--- config.mk ---
export PLATFORM = sky130hd
export DESIGN_NAME = fta_ctrl
export DESIGN_NICKNAME = d
export VERILOG_FILES = /design/src/hdl/fta_pkg.sv /design/src/hdl/fta_ctrl.sv
export SDC_FILE = /design/constraint.sdc
export NUM_CORES = 1
export LEC_CHECK = 0
export CORE_AREA = 2 2 39 41
export DETAILED_ROUTE_END_ITERATION = 6
export DIE_AREA = 0 0 41 43
export DONT_BUFFER_PORTS = 1
export PLACE_DENSITY = 0.65
export SYNTH_ARGS = -nofsm -noshare
export SYNTH_HDL_FRONTEND = slang
export SYNTH_SLANG_ARGS = --single-unit
export TNS_END_PERCENT = 10
--- constraint.sdc ---
create_clock -name clk -period 2.2 [get_ports clk]
set_clock_uncertainty 0.15 [all_clocks]
set_input_delay 0.22 -clock clk [delete_from_list [all_inputs] [get_ports clk]]
set_output_delay 0.22 -clock clk [all_outputs]
set_load 0.005 [all_outputs]
--- src/hdl/fta_pkg.sv ---
// ----------------------------------------------------------------------------
// fta_pkg
// Shared types, codes and the key hash for the flow table with aging.
// ----------------------------------------------------------------------------
package fta_pkg;

    localparam int KEY_W  = 48;
    localparam int TIME_W = 32;
    localparam int CFG_W  = 16;
    localparam int HDL_W  = 10;

    typedef enum logic [4:0] {
        OP_NONE,
        OP_CLEAR,
        OP_LOAD,
        OP_HASH,
        OP_MOD,
        OP_BASE,
        OP_PROBE_RD,
        OP_PROBE_CHK,
        OP_LINK_RD,
        OP_UNLINK_A,
        OP_UNLINK_B,
        OP_APPEND_A,
        OP_APPEND_B,
        OP_EMIT_PKT,
        OP_SW_RD,
        OP_SW_DROP,
        OP_SW_PUSH,
        OP_SW_END
    } op_t;

    typedef enum logic [4:0] {
        ST_CLEAR,
        ST_IDLE,
        ST_HASH,
        ST_MOD,
        ST_BASE,
        ST_PROBE_RD,
        ST_PROBE_CHK,
        ST_DECIDE,
        ST_LINK_RD,
        ST_UNLINK_A,
        ST_UNLINK_B,
        ST_APPEND_A,
        ST_APPEND_B,
        ST_PKT_OUT,
        ST_SW_CHECK,
        ST_SW_TEST,
        ST_SW_PUSH,
        ST_SW_END
    } state_t;

    localparam logic CMD_PACKET = 1'b0;
    localparam logic CMD_SWEEP  = 1'b1;

    typedef struct packed {
        op_t op;
    } cmd_t;

    typedef struct packed {
        logic clear_done;
        logic mod_last;
        logic match;
        logic last_way;
        logic have_free;
        logic cnt_zero;
        logic sweep_cap;
        logic expire;
        logic out_free;
    } stat_t;

    function automatic logic [63:0] mix64(input logic [63:0] v);
        logic [63:0] x;
        x = v;
        x = x ^ (x << 13);
        x = x ^ (x >> 7);
        x = x ^ (x << 17);
        return x;
    endfunction

endpackage

--- src/hdl/fta_ctrl.sv ---
// ----------------------------------------------------------------------------
// fta_ctrl
// Sequencer for lookup, insert, age-list update and expiry sweep.
// ----------------------------------------------------------------------------
module fta_ctrl
    import fta_pkg::*;
(
    input  logic  clk,
    input  logic  rst_n,
    input  logic  s_valid,
    input  logic  s_cmd,
    output logic  s_ready,
    input  stat_t stat,
    output cmd_t  cmd
);

    state_t state_reg;
    state_t state_next;

    always_ff @(posedge clk or negedge rst_n)
    begin
        if (!rst_n)
        begin
            state_reg <= ST_CLEAR;
        end
        else
        begin
            state_reg <= state_next;
        end
    end

    always_comb
    begin
        state_next = state_reg;
        cmd.op     = OP_NONE;
        s_ready    = 1'b0;
        unique case (state_reg)
            ST_CLEAR:
            begin
                cmd.op = OP_CLEAR;
                if (stat.clear_done)
                begin
                    state_next = ST_IDLE;
                end
            end
            ST_IDLE:
            begin
                s_ready = 1'b1;
                if (s_valid)
                begin
                    cmd.op     = OP_LOAD;
                    state_next = (s_cmd == CMD_SWEEP) ? ST_SW_CHECK : ST_HASH;
                end
            end
            ST_HASH:
            begin
                cmd.op     = OP_HASH;
                state_next = ST_MOD;
            end
            ST_MOD:
            begin
                cmd.op = OP_MOD;
                if (stat.mod_last)
                begin
                    state_next = ST_BASE;
                end
            end
            ST_BASE:
            begin
                cmd.op     = OP_BASE;
                state_next = ST_PROBE_RD;
            end
            ST_PROBE_RD:
            begin
                cmd.op     = OP_PROBE_RD;
                state_next = ST_PROBE_CHK;
            end
            ST_PROBE_CHK:
            begin
                cmd.op = OP_PROBE_CHK;
                priority if (stat.match)
                begin
                    state_next = ST_LINK_RD;
                end
                else if (stat.last_way)
                begin
                    state_next = ST_DECIDE;
                end
                else
                begin
                    state_next = ST_PROBE_RD;
                end
            end
            ST_DECIDE:
            begin
                state_next = stat.have_free ? ST_APPEND_A : ST_PKT_OUT;
            end
            ST_LINK_RD:
            begin
                cmd.op     = OP_LINK_RD;
                state_next = ST_UNLINK_A;
            end
            ST_UNLINK_A:
            begin
                cmd.op     = OP_UNLINK_A;
                state_next = ST_UNLINK_B;
            end
            ST_UNLINK_B:
            begin
                cmd.op     = OP_UNLINK_B;
                state_next = ST_APPEND_A;
            end
            ST_APPEND_A:
            begin
                cmd.op     = OP_APPEND_A;
                state_next = ST_APPEND_B;
            end
            ST_APPEND_B:
            begin
                cmd.op     = OP_APPEND_B;
                state_next = ST_PKT_OUT;
            end
            ST_PKT_OUT:
            begin
                if (stat.out_free)
                begin
                    cmd.op     = OP_EMIT_PKT;
                    state_next = ST_IDLE;
                end
            end
            ST_SW_CHECK:
            begin
                if (stat.cnt_zero || stat.sweep_cap)
                begin
                    state_next = ST_SW_END;
                end
                else
                begin
                    cmd.op     = OP_SW_RD;
                    state_next = ST_SW_TEST;
                end
            end
            ST_SW_TEST:
            begin
                if (stat.expire)
                begin
                    cmd.op     = OP_SW_DROP;
                    state_next = ST_SW_PUSH;
                end
                else
                begin
                    state_next = ST_SW_END;
                end
            end
            ST_SW_PUSH:
            begin
                if (stat.out_free)
                begin
                    cmd.op     = OP_SW_PUSH;
                    state_next = ST_SW_CHECK;
                end
            end
            ST_SW_END:
            begin
                if (stat.out_free)
                begin
                    cmd.op     = OP_SW_END;
                    state_next = ST_IDLE;
                end
            end
            default:
            begin
                state_next = ST_IDLE;
            end
        endcase
    end

endmodule

==> results of run 1 <==
## cells in the mapped netlist, types with 2 or more instances
master    number
buf_2          5
nand2b_1       4
dfrtp_1        5
nor3_1         3
nor2_1         6
o211ai_1       2
nor4_1         3
nand2_1        7
a31oi_1        2
clkbuf_1       4
a21oi_1        8
nand3_1        4
nor2b_1        2
mux2i_1        2
o21ai_0       11
o31ai_1        2
o41ai_1        2
a21o_1         2
## per-layer routing
layer,up-vias,track usage [%]
met5,-,0
met4,0,11.3
met3,0,4.71
met2,34,38.4
met1,360,35.6
li1,374,-
## what timing repair did
item,in CTS,in global routing
hold buffers,2,0
hold endpoints to repair,6,0
resized for setup,0,0
## layout make-up
class	count	area, um^2	area share [%]
Multi-Input combinational cell	81	524	67.9
Sequential cell	5	125	16.2
Timing Repair Buffer	9	72.6	9.40
Clock buffer	4	26.3	3.40
Tap cell	16	20.0	2.59
Inverter	1	3.75	0.486
## worst max-delay path, cell delays in order, from the launching register on
cell      delay [ns]
dfrtp_1         0.49
buf_4           0.26
inv_1           0.11
o21ai_0         0.23
a211oi_1        0.11
a41o_1          0.23
## cells in the final DEF, fill, tap and decap left out, types with 2 or more instances in the layout
cell type and n:
dlygate4sd3_1 2, mux2i_1 2, dfrtp_1 5, a21o_1 2, nand2b_1 4, nand3_1 4
nand2_1 7, o41ai_1 2, a21oi_1 8, o211ai_1 2, nor4_1 3, o21ai_0 11
clkbuf_4 3, buf_4 7, a31oi_1 2, o31ai_1 2, nor2_1 6, nor2b_1 2
nor3_1 3
## power by group through the flow
stage,sequential [mW],clock [mW],combinational (mW)
2_1_floorplan,0.147,0,0.568
3_3_place_gp,0.198,0,0.646
3_5_place_dp,0.203,0,0.655
4_1_cts,0.202,0.107,0.660
5_1_grt,0.214,0.109,0.734
6_report,0.205,0.102,0.665
## per-stage QoR
stage | setup slack (ns) | hold WS [ns] | power, mW
3_3_place_gp | 0.318 | -0.225 | 0.845
5_1_grt | 0.0453 | 0.0666 | 1.06
2_1_floorplan | 0.374 | -0.226 | 0.715
3_5_place_dp | 0.264 | -0.225 | 0.858
4_1_cts | 0.185 | 0.0501 | 0.970
6_report | 0.170 | 0.0622 | 0.973
## cells by family (layout without fill, tap and decap cells)
kind of cell / Yosys count / count (layout) / synth area share [%]
flops: 5 / 5 / 17.8
buf+inv: 11 / 14 / 7.81
simple gates: 38 / 38 / 31.3
mux: 2 / 2 / 2.84
xor+xnor: 1 / 1 / 1.24
compound gates: 40 / 40 / 39.1
## final timing paths
kind / to / slack (ns) / cells past startpoint
min: state_reg[1] / 0.06 / 2
min in group asynchronous: state_reg[3] / 0.12 / 1
max in group asynchronous: state_reg[1] / 1.60 / 1
max: cmd[1] / 0.17 / 5
min reg2reg: state_reg[4] / 0.65 / 2
max reg2reg: state_reg[1] / 0.25 / 5
==> summary by stage, run 1 <==
Logic synthesis
Counting every net in the synthesized netlist gives 110. In this run, synthesis inferred 0 flip-flops with an integrated enable. Counting flops with an async set or reset pin after synthesis yields a share of 100%.

The post-synthesis area per instance is 7.26 um^2. The share of synthesized area in the top cell type comes to 17.8%. The total standard cell area after synthesis is 704 um^2. After synthesis, the cell types taking the most area are dfrtp_1 (18%), o21ai_0 (7.8%), a21oi_1 (5.7%). The sequential cell area fraction in the yosys report is 17.8%.

The total of flip-flops plus latches after synthesis is 5. The post-synthesis cell type count is 41. The top cell type by total area after synthesis is dfrtp_1. During synthesis, Yosys emitted a total of 0 warnings.

Synthesis produced a netlist whose cell count is 97. The predominant post-synthesis flop cell is dfrtp_1.

Pwr
The total internal power is 0.488 mW. The clock network accounts for 10.5% of the total power. The relative contribution of sequential cells to total power is 21.1%. In this run the power density over the cells is 1260 nW/um^2. The switching portion of total power is 49.8%. The share of total power dissipated in combinational logic is 68.4%. Summed over all nets, the switching power comes to 0.485 mW.

Summed over all cells, the static leakage comes to 0.308 nW. The worst supply voltage drop on vdd is 840 uV.

STA
Setup repair after global routing left no endpoint under its margin. The max-slew violation total from the final report is 0. After routing, the total negative slack on setup checks comes to 0 ns. In this run the tightest slew margin relative to its limit is 67.4%.

At the pin with the least slew margin, the transition time is 0.485 ns. Derived from the worst setup path, the maximum achievable clock frequency is 0.492 GHz. The final critical-path required period is 2.03 ns. Setup violations remaining at the end of the flow were counted as 0. The final critical path takes up 92.3% of the cycle. The final number of hold-violating endpoints is 0.

Cells and area
Cells with a size suffix above 1 make up 17.0% of the layout. Fill cells in the final layout number 141. At the end of the flow the core is filled with cells to 55.8%. The register with the most flip-flops in the layout has 5 of them. The final cell count without fillers is 116. The number of nets in the layout is 114. The area added between synthesis and finish is 9.59%. After routing the design area is 772 um^2. The antenna cell count is 0.

Floorplan
Measured along the y axis, the die boundary spans 43 um. The chip width is 41 um. The count of boundary I/O pins is 19. The region available for standard cell placement spans 1380 um^2. In this run the core area contains 14 standard-cell rows. The die outline area is 1760 um^2. The starting utilization of the core area is 50.9%.

Drt
Summed over all layers, the routed wires come to 1960 um. Before antenna repair, the detailed router went through 4 iterations. The routed layout has 768 vias. In the final routed layout, each cell accounts on average for 16.9 um. The wire length on met3 is 122 um.

The uppermost layer routed is met3. The sum of routed wire segments on met1 is 854 um. The detailed route wirelength on metal2 is 988 um. The count of routing violations after the opening detailed-route iteration is 32. The count of antenna-violating nets left after detailed routing is 0. For this run, design rule violations remaining after detail routing come to 0. Dividing the detail-routed via count by the number of cells gives 6.62.

GRT
The via count of the first global-routing pass came to 724. The total overflow left after global routing is 0. The maximum number of pins on one net before global-route repair is 16. Global routing consumed, over all layers together, 26.0% of the routing resources.

The number of antenna violations at the first check in global routing came to 0. The first-pass GRT wire length is 3160 um.

Hold path
The path class of the tightest hold or removal check is primary input to flop. The worst hold path begins at stat[7].

CTS
The CTS tree is yes. The buffer count from post-CTS setup fixing is 0. In this run the number of H-tree levels came out at 1. The clock insertion delay at the later pin of the skew report is 0.24 ns.

The number of clock sinks is 5. The clock passes through at most 2 buffers. The register clock-pin slew on the reported worst setup and hold paths is 0.04 ns. In this run, CTS created clock tree buffers numbering 3.

The root cell of the clock tree is clkbuf_4.

Job
The max capacitance violation total is 0.

Setup path
In this run the critical register-to-register path is launched from state_reg[3]. At the worst endpoint, the arrival time is 1.66 ns. In this run the worst path has a maximum fanout of 15. In this run the worst setup path begins at state_reg[2]. The category of the worst setup path launch point is a flop. For the worst setup path, the data required time is 1.83 ns. The type of the setup path with the least slack is flop to output pin. STA classifies the critical path endpoint as an output pin.

Placed design
The congestion estimate from routability-driven global placement came to 0.845. After detailed placement, the design holds a cell count of 110. The estimated wirelength of the detail-placed design is 1480 um. The instance area after placement is 726 um^2.

During placement, the flow inserted port buffers numbering 0.

Run status
The flow ran to the end, and the final reports show no timing, DRC or antenna violations.
No activity file was read; power rests on OpenSTA's default activity.
==> run 2, diff against run 1 <==
ABC_AREA = 1   (was not set)
PLACE_DENSITY = 0.7   (was 0.65)
==> run 2 against run 1 <==
Compared with the run above:
- sequential power increased by 16%
- core utilization increased by 2.3 points
- critical endpoint is now cmd[2]
- sequential share of layout area decreased by 0.63 points
- routed wire length decreased by 5.0%
- via count increased by 5.9%
- fmax increased by 2.8%
==> summary by stage, run 2 <==
CTS
The total of cells resized after clock tree synthesis is 0. Clock tree synthesis inserted a total of 3 buffers. Post-CTS timing repair inserted 0 buffers for setup.

The clock passes through at most 2 buffers. The register clock-pin slew on the reported worst setup and hold paths is 0.04 ns. The later pin in the worst-skew pair is clocked with a latency of 0.23 ns. TritonCTS built the clock tree.

The number of clock sinks is 5. The number of H-tree levels is 1. The root cell of the clock tree is clkbuf_4.

STA
The max-slew violation total from the final report was 0. The final number of hold-violating endpoints is 0. Setup violations remaining at the end of the flow were counted as 0. The worst pin sits at a relative slew slack of 72.6%. The post-route setup TNS is 0 ns. At the pin with the least slew margin, the transition time is 0.411 ns. Derived from the worst setup path, the maximum achievable clock frequency is 0.507 GHz.

Setup repair after global routing left no endpoint under its margin. The final critical-path share of the clock period is 89.7%. The final critical-path required period is 1.97 ns.

Cells and area
The antenna cell count is 0. The register area is 125 um^2. The top cell types in the final layout, fill and taps aside, are nand2_1 (38), nor2_1 (21), inv_1 (21). The register with the most flip-flops in the layout has 5 of them. For this run, the share of the core covered by cells in the final layout is 58.0%.

The most common library cell in the layout ignoring fill and taps is nand2_1. The fraction of final layout cells sized beyond drive strength 1 is 17.1%. Relative to the synthesized area, the layout overhead comes to 4.39%. The number of nets in the layout is 154. The layout has 154 filler cells. In the final layout, the multi-input gates occupy 522 um^2.

GRT
The number of antenna violations at the first check in global routing is 0. The first-pass GRT wire length is 3040 um. The via count of the first global-routing pass is 759. The overall global routing resource usage is 25.2%. The total overflow reported by the global router is 0.

Entering global routing, the biggest net connects 9 pins.

Placed design
Routability-driven placement finished with a final weighted congestion of 0.916. The estimated wirelength of the detail-placed design is 1570 um. Port buffering added 0 buffers.

Drt
Once detail routing completed, the nets flagged for antenna violations numbered 0. The number of iterations in the first detailed-routing pass is 5. The via total after detailed routing is 813. In the final routed layout, each cell accounts on average for 12.0 um.

The first routing iteration left 38 violations. Dividing the detail-routed via count by the number of cells gives 5.21. Summed over all layers, the routed wires come to 1870 um. In the routed design, unresolved DRC markers number 0.

Floorplan
The die outline area is 1760 um^2. The count of boundary I/O pins is 19. The die is 43 um tall. The initial utilization of the core area, before any placement, comes to 55.6%. The floorplan step set the die width to 41 um. The total area inside the core boundary comes to 1380 um^2. The number of placement rows is 14.

Logic synthesis
In the synthesized netlist, the cells that appear most often are nand2_1 (38), inv_1 (21), nor2_1 (21). The async set-reset flop share out of synthesis is 100%. Counting flops with a built-in enable in the synthesized netlist gives 0. The share of the synthesized area in the top cell type is 18.5%. After synthesis, the largest family of logic cells by area is simple AND/OR/NAND/NOR gates. The number of nets in the synthesized netlist is 150. After Yosys synthesis, and, or, nand and nor cells account for 59.5% of the synthesized area. In the synthesized netlist, mux cells make up 0% of the area. The post-synthesis area per instance is 5.62 um^2. The top cell type by total area after synthesis is nand2_1.

The sequential cell area fraction in the yosys report is 16.3%. The total of flip-flops plus latches after synthesis is 5. After technology mapping, the gate count stands at 137. The cell with the most instances after synthesis is nand2_1. The synthesized netlist occupies a cell area of 769 um^2. The predominant post-synthesis flop cell is dfrtp_1. The synthesized-area fraction occupied by adder cells is 0%. The number of different library cells used by synthesis comes to 20. After synthesis, the cell types taking the most area are nand2_1 (19%), dfrtp_1 (16%), nand3_1 (12%).

For this run, the number of Yosys warnings is 0. Of the total synthesized cell area, the portion taken by XOR and XNOR cells is 0%. Summing the areas of all compound-gate instances in the mapped netlist gives 8.29% of the synthesized area.

Pwr
The power per unit of standard cell area is 1450 nW/um^2. IR analysis of the VDD net gives a maximum drop of 771 uV. The design draws 1.16 mW. The leakage dissipation is 0.500 nW.

Setup path
At the worst endpoint, the required time is 1.83 ns. The worst setup path is launched from a flop. The type of the setup path with the least slack is flop to output pin. STA classifies the critical path endpoint as an output pin. Of all nets on the critical path, the largest fanout is 8. The arrival time at the worst endpoint is 1.60 ns. The number of cells on the worst reg-to-reg path is 9.

Hold path
The worst hold path cell count is 3. The worst hold-check path type is primary input to flop.

Run status
The flow ran to the end, and the final reports show no timing, DRC or antenna violations.

Job
The max capacitance violation total is 0.
[run 2: what timing repair did]
item | 4_1_cts | 5_1_grt
endpoints found under the setup margin | 0 | 0
hold buffers | 1 | 0
hold endpoints to repair | 5 | 0
[run 2: path summary, 6_finish.rpt]
path / startpoint / to / slack [ns]
max: state_reg[2] / cmd[2] / 0.23
min: stat[7] / state_reg[1] / 0.05
max reg2reg: state_reg[3] / state_reg[0] / 0.54
min reg2reg: state_reg[0] / state_reg[0] / 0.49
max in group asynchronous: rst_n / state_reg[1] / 1.59
min in group asynchronous: rst_n / state_reg[3] / 0.12
[run 2: cell families after synthesis]
logic type,Yosys count
buf+inv,28
simple gates,94
flops,5
compound gates,10
[run 2: cell type report]
class / instances / share of cell area [%]
Clock buffer: 4 / 3.27
Inverter: 26 / 12.5
Multi-Input combinational cell: 104 / 65.0
Sequential cell: 5 / 15.6
Tap cell: 16 / 2.49
Timing Repair Buffer: 1 / 1.25
[run 2: through the flow]
step	setup WS (ns)	hold slack, ns	cell area [um^2]	cells
after detailed placement	0.488	-0.225	767	151
after CTS	0.217	0.0343	803	156
after global placement	0.528	-0.225	767	151
final	0.226	0.0500	803	156
after floorplan	0.709	-0.226	769	137
after global routing	0.0974	0.0875	803	156
[run 2: where the power goes]
group	leakage [nW]	internal, mW	switching (mW)	total (mW)
Clock	0.0150	0.0683	0.0329	0.101
Combinational	0.422	0.277	0.547	0.824
Sequential	0.0630	0.137	0.100	0.237
[run 2: metal layers]
layer	vias to the layer above	GRT usage [%]	share of wire, %
li1	430	-	-
met1	343	33.8	40
met2	40	39.1	52
met3	0	3.14	7.1
met4	0	10.0	0
met5	-	0	0
[run 2: worst max-delay path, stage by stage, from the launching register on]
cell and delay, ns:
dfrtp_1 0.58, nand3_2 0.16, nor2_1 0.24, nand2_1 0.11, o21ai_0 0.11, nor2_1 0.08
nand3_1 0.09
==> run 3, diff against run 2 <==
CELL_PAD_IN_SITES_DETAIL_PLACEMENT = 2   (was not set)
CELL_PAD_IN_SITES_GLOBAL_PLACEMENT = 2   (was not set)
CORE_AREA = not set   (was 2 2 39 41)
CORE_UTILIZATION = 30   (was not set)
DIE_AREA = not set   (was 0 0 41 43)
PLACE_DENSITY = 0.73   (was 0.7)
==> run 3 against run 2 <==
Compared with the run above:
- non-clock buffer count is 1 higher
- sequential power rose by 6%
- via count is 6.6% higher
- worst hold slack worse by 0.021 ns
- flip-flop and latch count unchanged
- core utilization shrank 22 points
- die area up 57%
- design area rose by 3.3%
- critical path type unchanged
==> summary by stage, run 3 (synthesis gave the netlist of run 2 again) <==
Cells and area
Leaving out fill and tap cells, the most frequent cells in the layout are nand2_1 (38), inv_1 (21), nor2_1 (20). The number of filler instances in the final layout is 303. The antenna cell count is 0. Relative to the synthesized area, the layout overhead comes to 7.80%. The number of nets in the layout is 155. Leaving out fill and tap cells, the most frequent cell in the layout is nand2_1. The area occupied by multi-input gates is 524 um^2. The register with the most flip-flops in the layout has 5 of them. The finished cells cover 830 um^2. The register area is 126 um^2. The fraction of final layout cells sized beyond drive strength 1 is 19.1%.

Drt
The per-cell via count in the routed design is 5.13. The final wirelength is 2740 um. The count of antenna-violating nets left after detailed routing is 0. Dividing the detail-routed wire length by the instance count gives 16.2 um. The pre-antenna-repair detailed-routing pass consisted of 4 iterations. Summing over every cut layer, the via total after detailed routing is 867. For this block, the initial DRC count from the detailed router was 15. After detailed routing, the number of remaining DRC violations is 0.

CTS
The number of H-tree levels is 1. The maximum root-to-sink buffer count is 2. The register clock-pin slew on the reported worst setup and hold paths is 0.05 ns. The later pin in the worst-skew pair is clocked with a latency of 0.25 ns. The CTS tree is yes. Buffers added to address setup during post-CTS repair amount to 0. The number of clock sinks is 5. The number of buffers created by CTS is 3.

The root cell of the clock tree is clkbuf_4.

GRT
The number of antenna violations at the first check in global routing is 0. The first global-routing pass estimated 4390 um of wire. The maximum number of pins on one net before global-route repair is 9. The via count of the first global-routing pass came to 882. In the global route stage, overall resource usage came out at 22.5%. The total overflow reported by the global router is 0.

Run status
The run finished with clean final reports.

STA
After routing, the total negative slack on setup checks comes to 0 ns. The final critical-path required period is 2.02 ns. The final critical-path share of the clock period is 91.6%. The maximum clock frequency is 0.496 GHz. The transition time at the pin with the least slew margin is 0.409 ns. Once routing completed, OpenROAD measured the worst setup slack at 0.185 ns. The final number of hold-violating endpoints is 0. Setup repair after global routing left no endpoint under its margin. The worst max-slew margin expressed relative to the limit is 72.7%. The max-slew violation total from the final report is 0. Setup violations remaining at the end of the flow were counted as 0.

Pwr
The leakage dissipation is 0.503 nW. Internal power comes to 0.495 mW. The analysis attributes to net switching a power of 0.767 mW.

The switching portion of total power is 60.8%. Power spread over the standard cell area amounts to 1520 nW/um^2. The relative contribution of sequential cells to total power is 20.0%. The fraction of power consumed by combinational cells is 71.3%. The clock network burns 8.8% of the power.

Across the VDD grid, the largest voltage drop is 798 uV.

Placed design
The number of buffers added on ports is 0. After legalization and detailed placement, the total HPWL measured 2280 um. OpenSTA, run right after detailed placement, puts the worst setup slack at 0.396 ns. The instance area after placement is 790 um^2. The congestion estimate from routability-driven global placement came to 0.844.

Setup path
The category of the worst setup path launch point is a flop. Data on the critical path is required at its endpoint by 1.83 ns. By startpoint and endpoint, the worst setup path is classified as flop to output pin. In this run the worst path has a maximum fanout of 5. For this run, the slowest stage of the critical path takes 0.45 ns. The arrival time at the worst endpoint is 1.65 ns. STA classifies the critical path endpoint as an output pin. The cell with the largest stage delay on the worst path is dfrtp_1. The signal on the critical path passes through inv_2, nand2_1, inv_1, nand2_2, o21ai_0, nor2_1, nand3_1.

On the critical path the largest part of the delay comes from flip-flops. The count of buffer and inverter cells on the critical path is 2.

Floorplan
The starting utilization of the core area is 33.2%. The count of boundary I/O pins is 19. The die is 52.6 um wide. The die outline area is 2770 um^2. The number of placement rows is 17. The standard cell core area is 2320 um^2. The floorplan step set the die height to 52.6 um.

Hold path
The worst hold-check path type is primary input to flop.

Job
The tool flagged a number of max-cap violations equal to 0.
## run 3: changes by cell type in the layout (fill, tap and decap cells not counted), sizes merged
cell	before	now
buf	0	1
## run 3: worst paths after layout
kind | slack [ns] | depth (start not counted) | startpoint | end
hold reg to reg | 0.52 | 2 | state_reg[0] | state_reg[0]
max in group asynchronous | 1.57 | 1 | rst_n | state_reg[3]
setup / recovery | 0.18 | 7 | state_reg[1] | cmd[2]
hold / removal | 0.03 | 3 | stat[7] | state_reg[1]
setup reg to reg | 0.48 | 10 | state_reg[0] | state_reg[2]
min in group asynchronous | 0.11 | 1 | rst_n | state_reg[2]
## run 3: tightest hold or removal path, stage by stage
cell and delay (ns):
inv_1 0.03, nand2_2 0.08, nand2_1 0.06
## run 3: area by class of cell
class                   instances  area share [%]
multi-input cells             104            63.2
flip-flops and latches          5            15.2
inverters                      26            12.1
well taps                      28            4.22
clock buffers                   4            3.17
repair buffers                  2            2.11
## run 3: power groups by stage
| stage | Clock (mW) | Combinational (mW) | Sequential, mW |
|---|---|---|---|
| global route | 0.120 | 1.01 | 0.259 |
| global placement | 0 | 0.874 | 0.247 |
| finish | 0.111 | 0.899 | 0.252 |
| floorplan | 0 | 0.756 | 0.176 |
| detailed placement | 0 | 0.898 | 0.250 |
| CTS | 0.112 | 0.909 | 0.249 |
## run 3: metrics by stage
step / total power [mW] / std cells / util, % / hold slack, ns
global placement: 1.12 / 164 / 34.1 / -0.226
global route: 1.39 / 169 / 35.8 / 0.0422
detailed placement: 1.15 / 164 / 34.1 / -0.226
floorplan: 0.932 / 137 / - / -0.226
finish: 1.26 / 169 / 35.8 / 0.0289
CTS: 1.27 / 169 / 35.6 / 0.0352
## run 3: routing by layer
| layer | up-vias | share of wire [%] | track usage, % |
|---|---|---|---|
| met3 | 2 | 1.8 | 2.61 |
| met5 | - | 0 | 0 |
| met2 | 15 | 50 | 38.4 |
| met1 | 416 | 48 | 29.6 |
| li1 | 434 | - | - |
| met4 | 0 | 0.51 | 5.26 |
## run 3: repair_timing
item                                    in CTS  in global routing
hold buffers                                 1                  0
resized for setup                            0                  2
hold endpoints to repair                     5                  0
endpoints found under the setup margin       0                  2
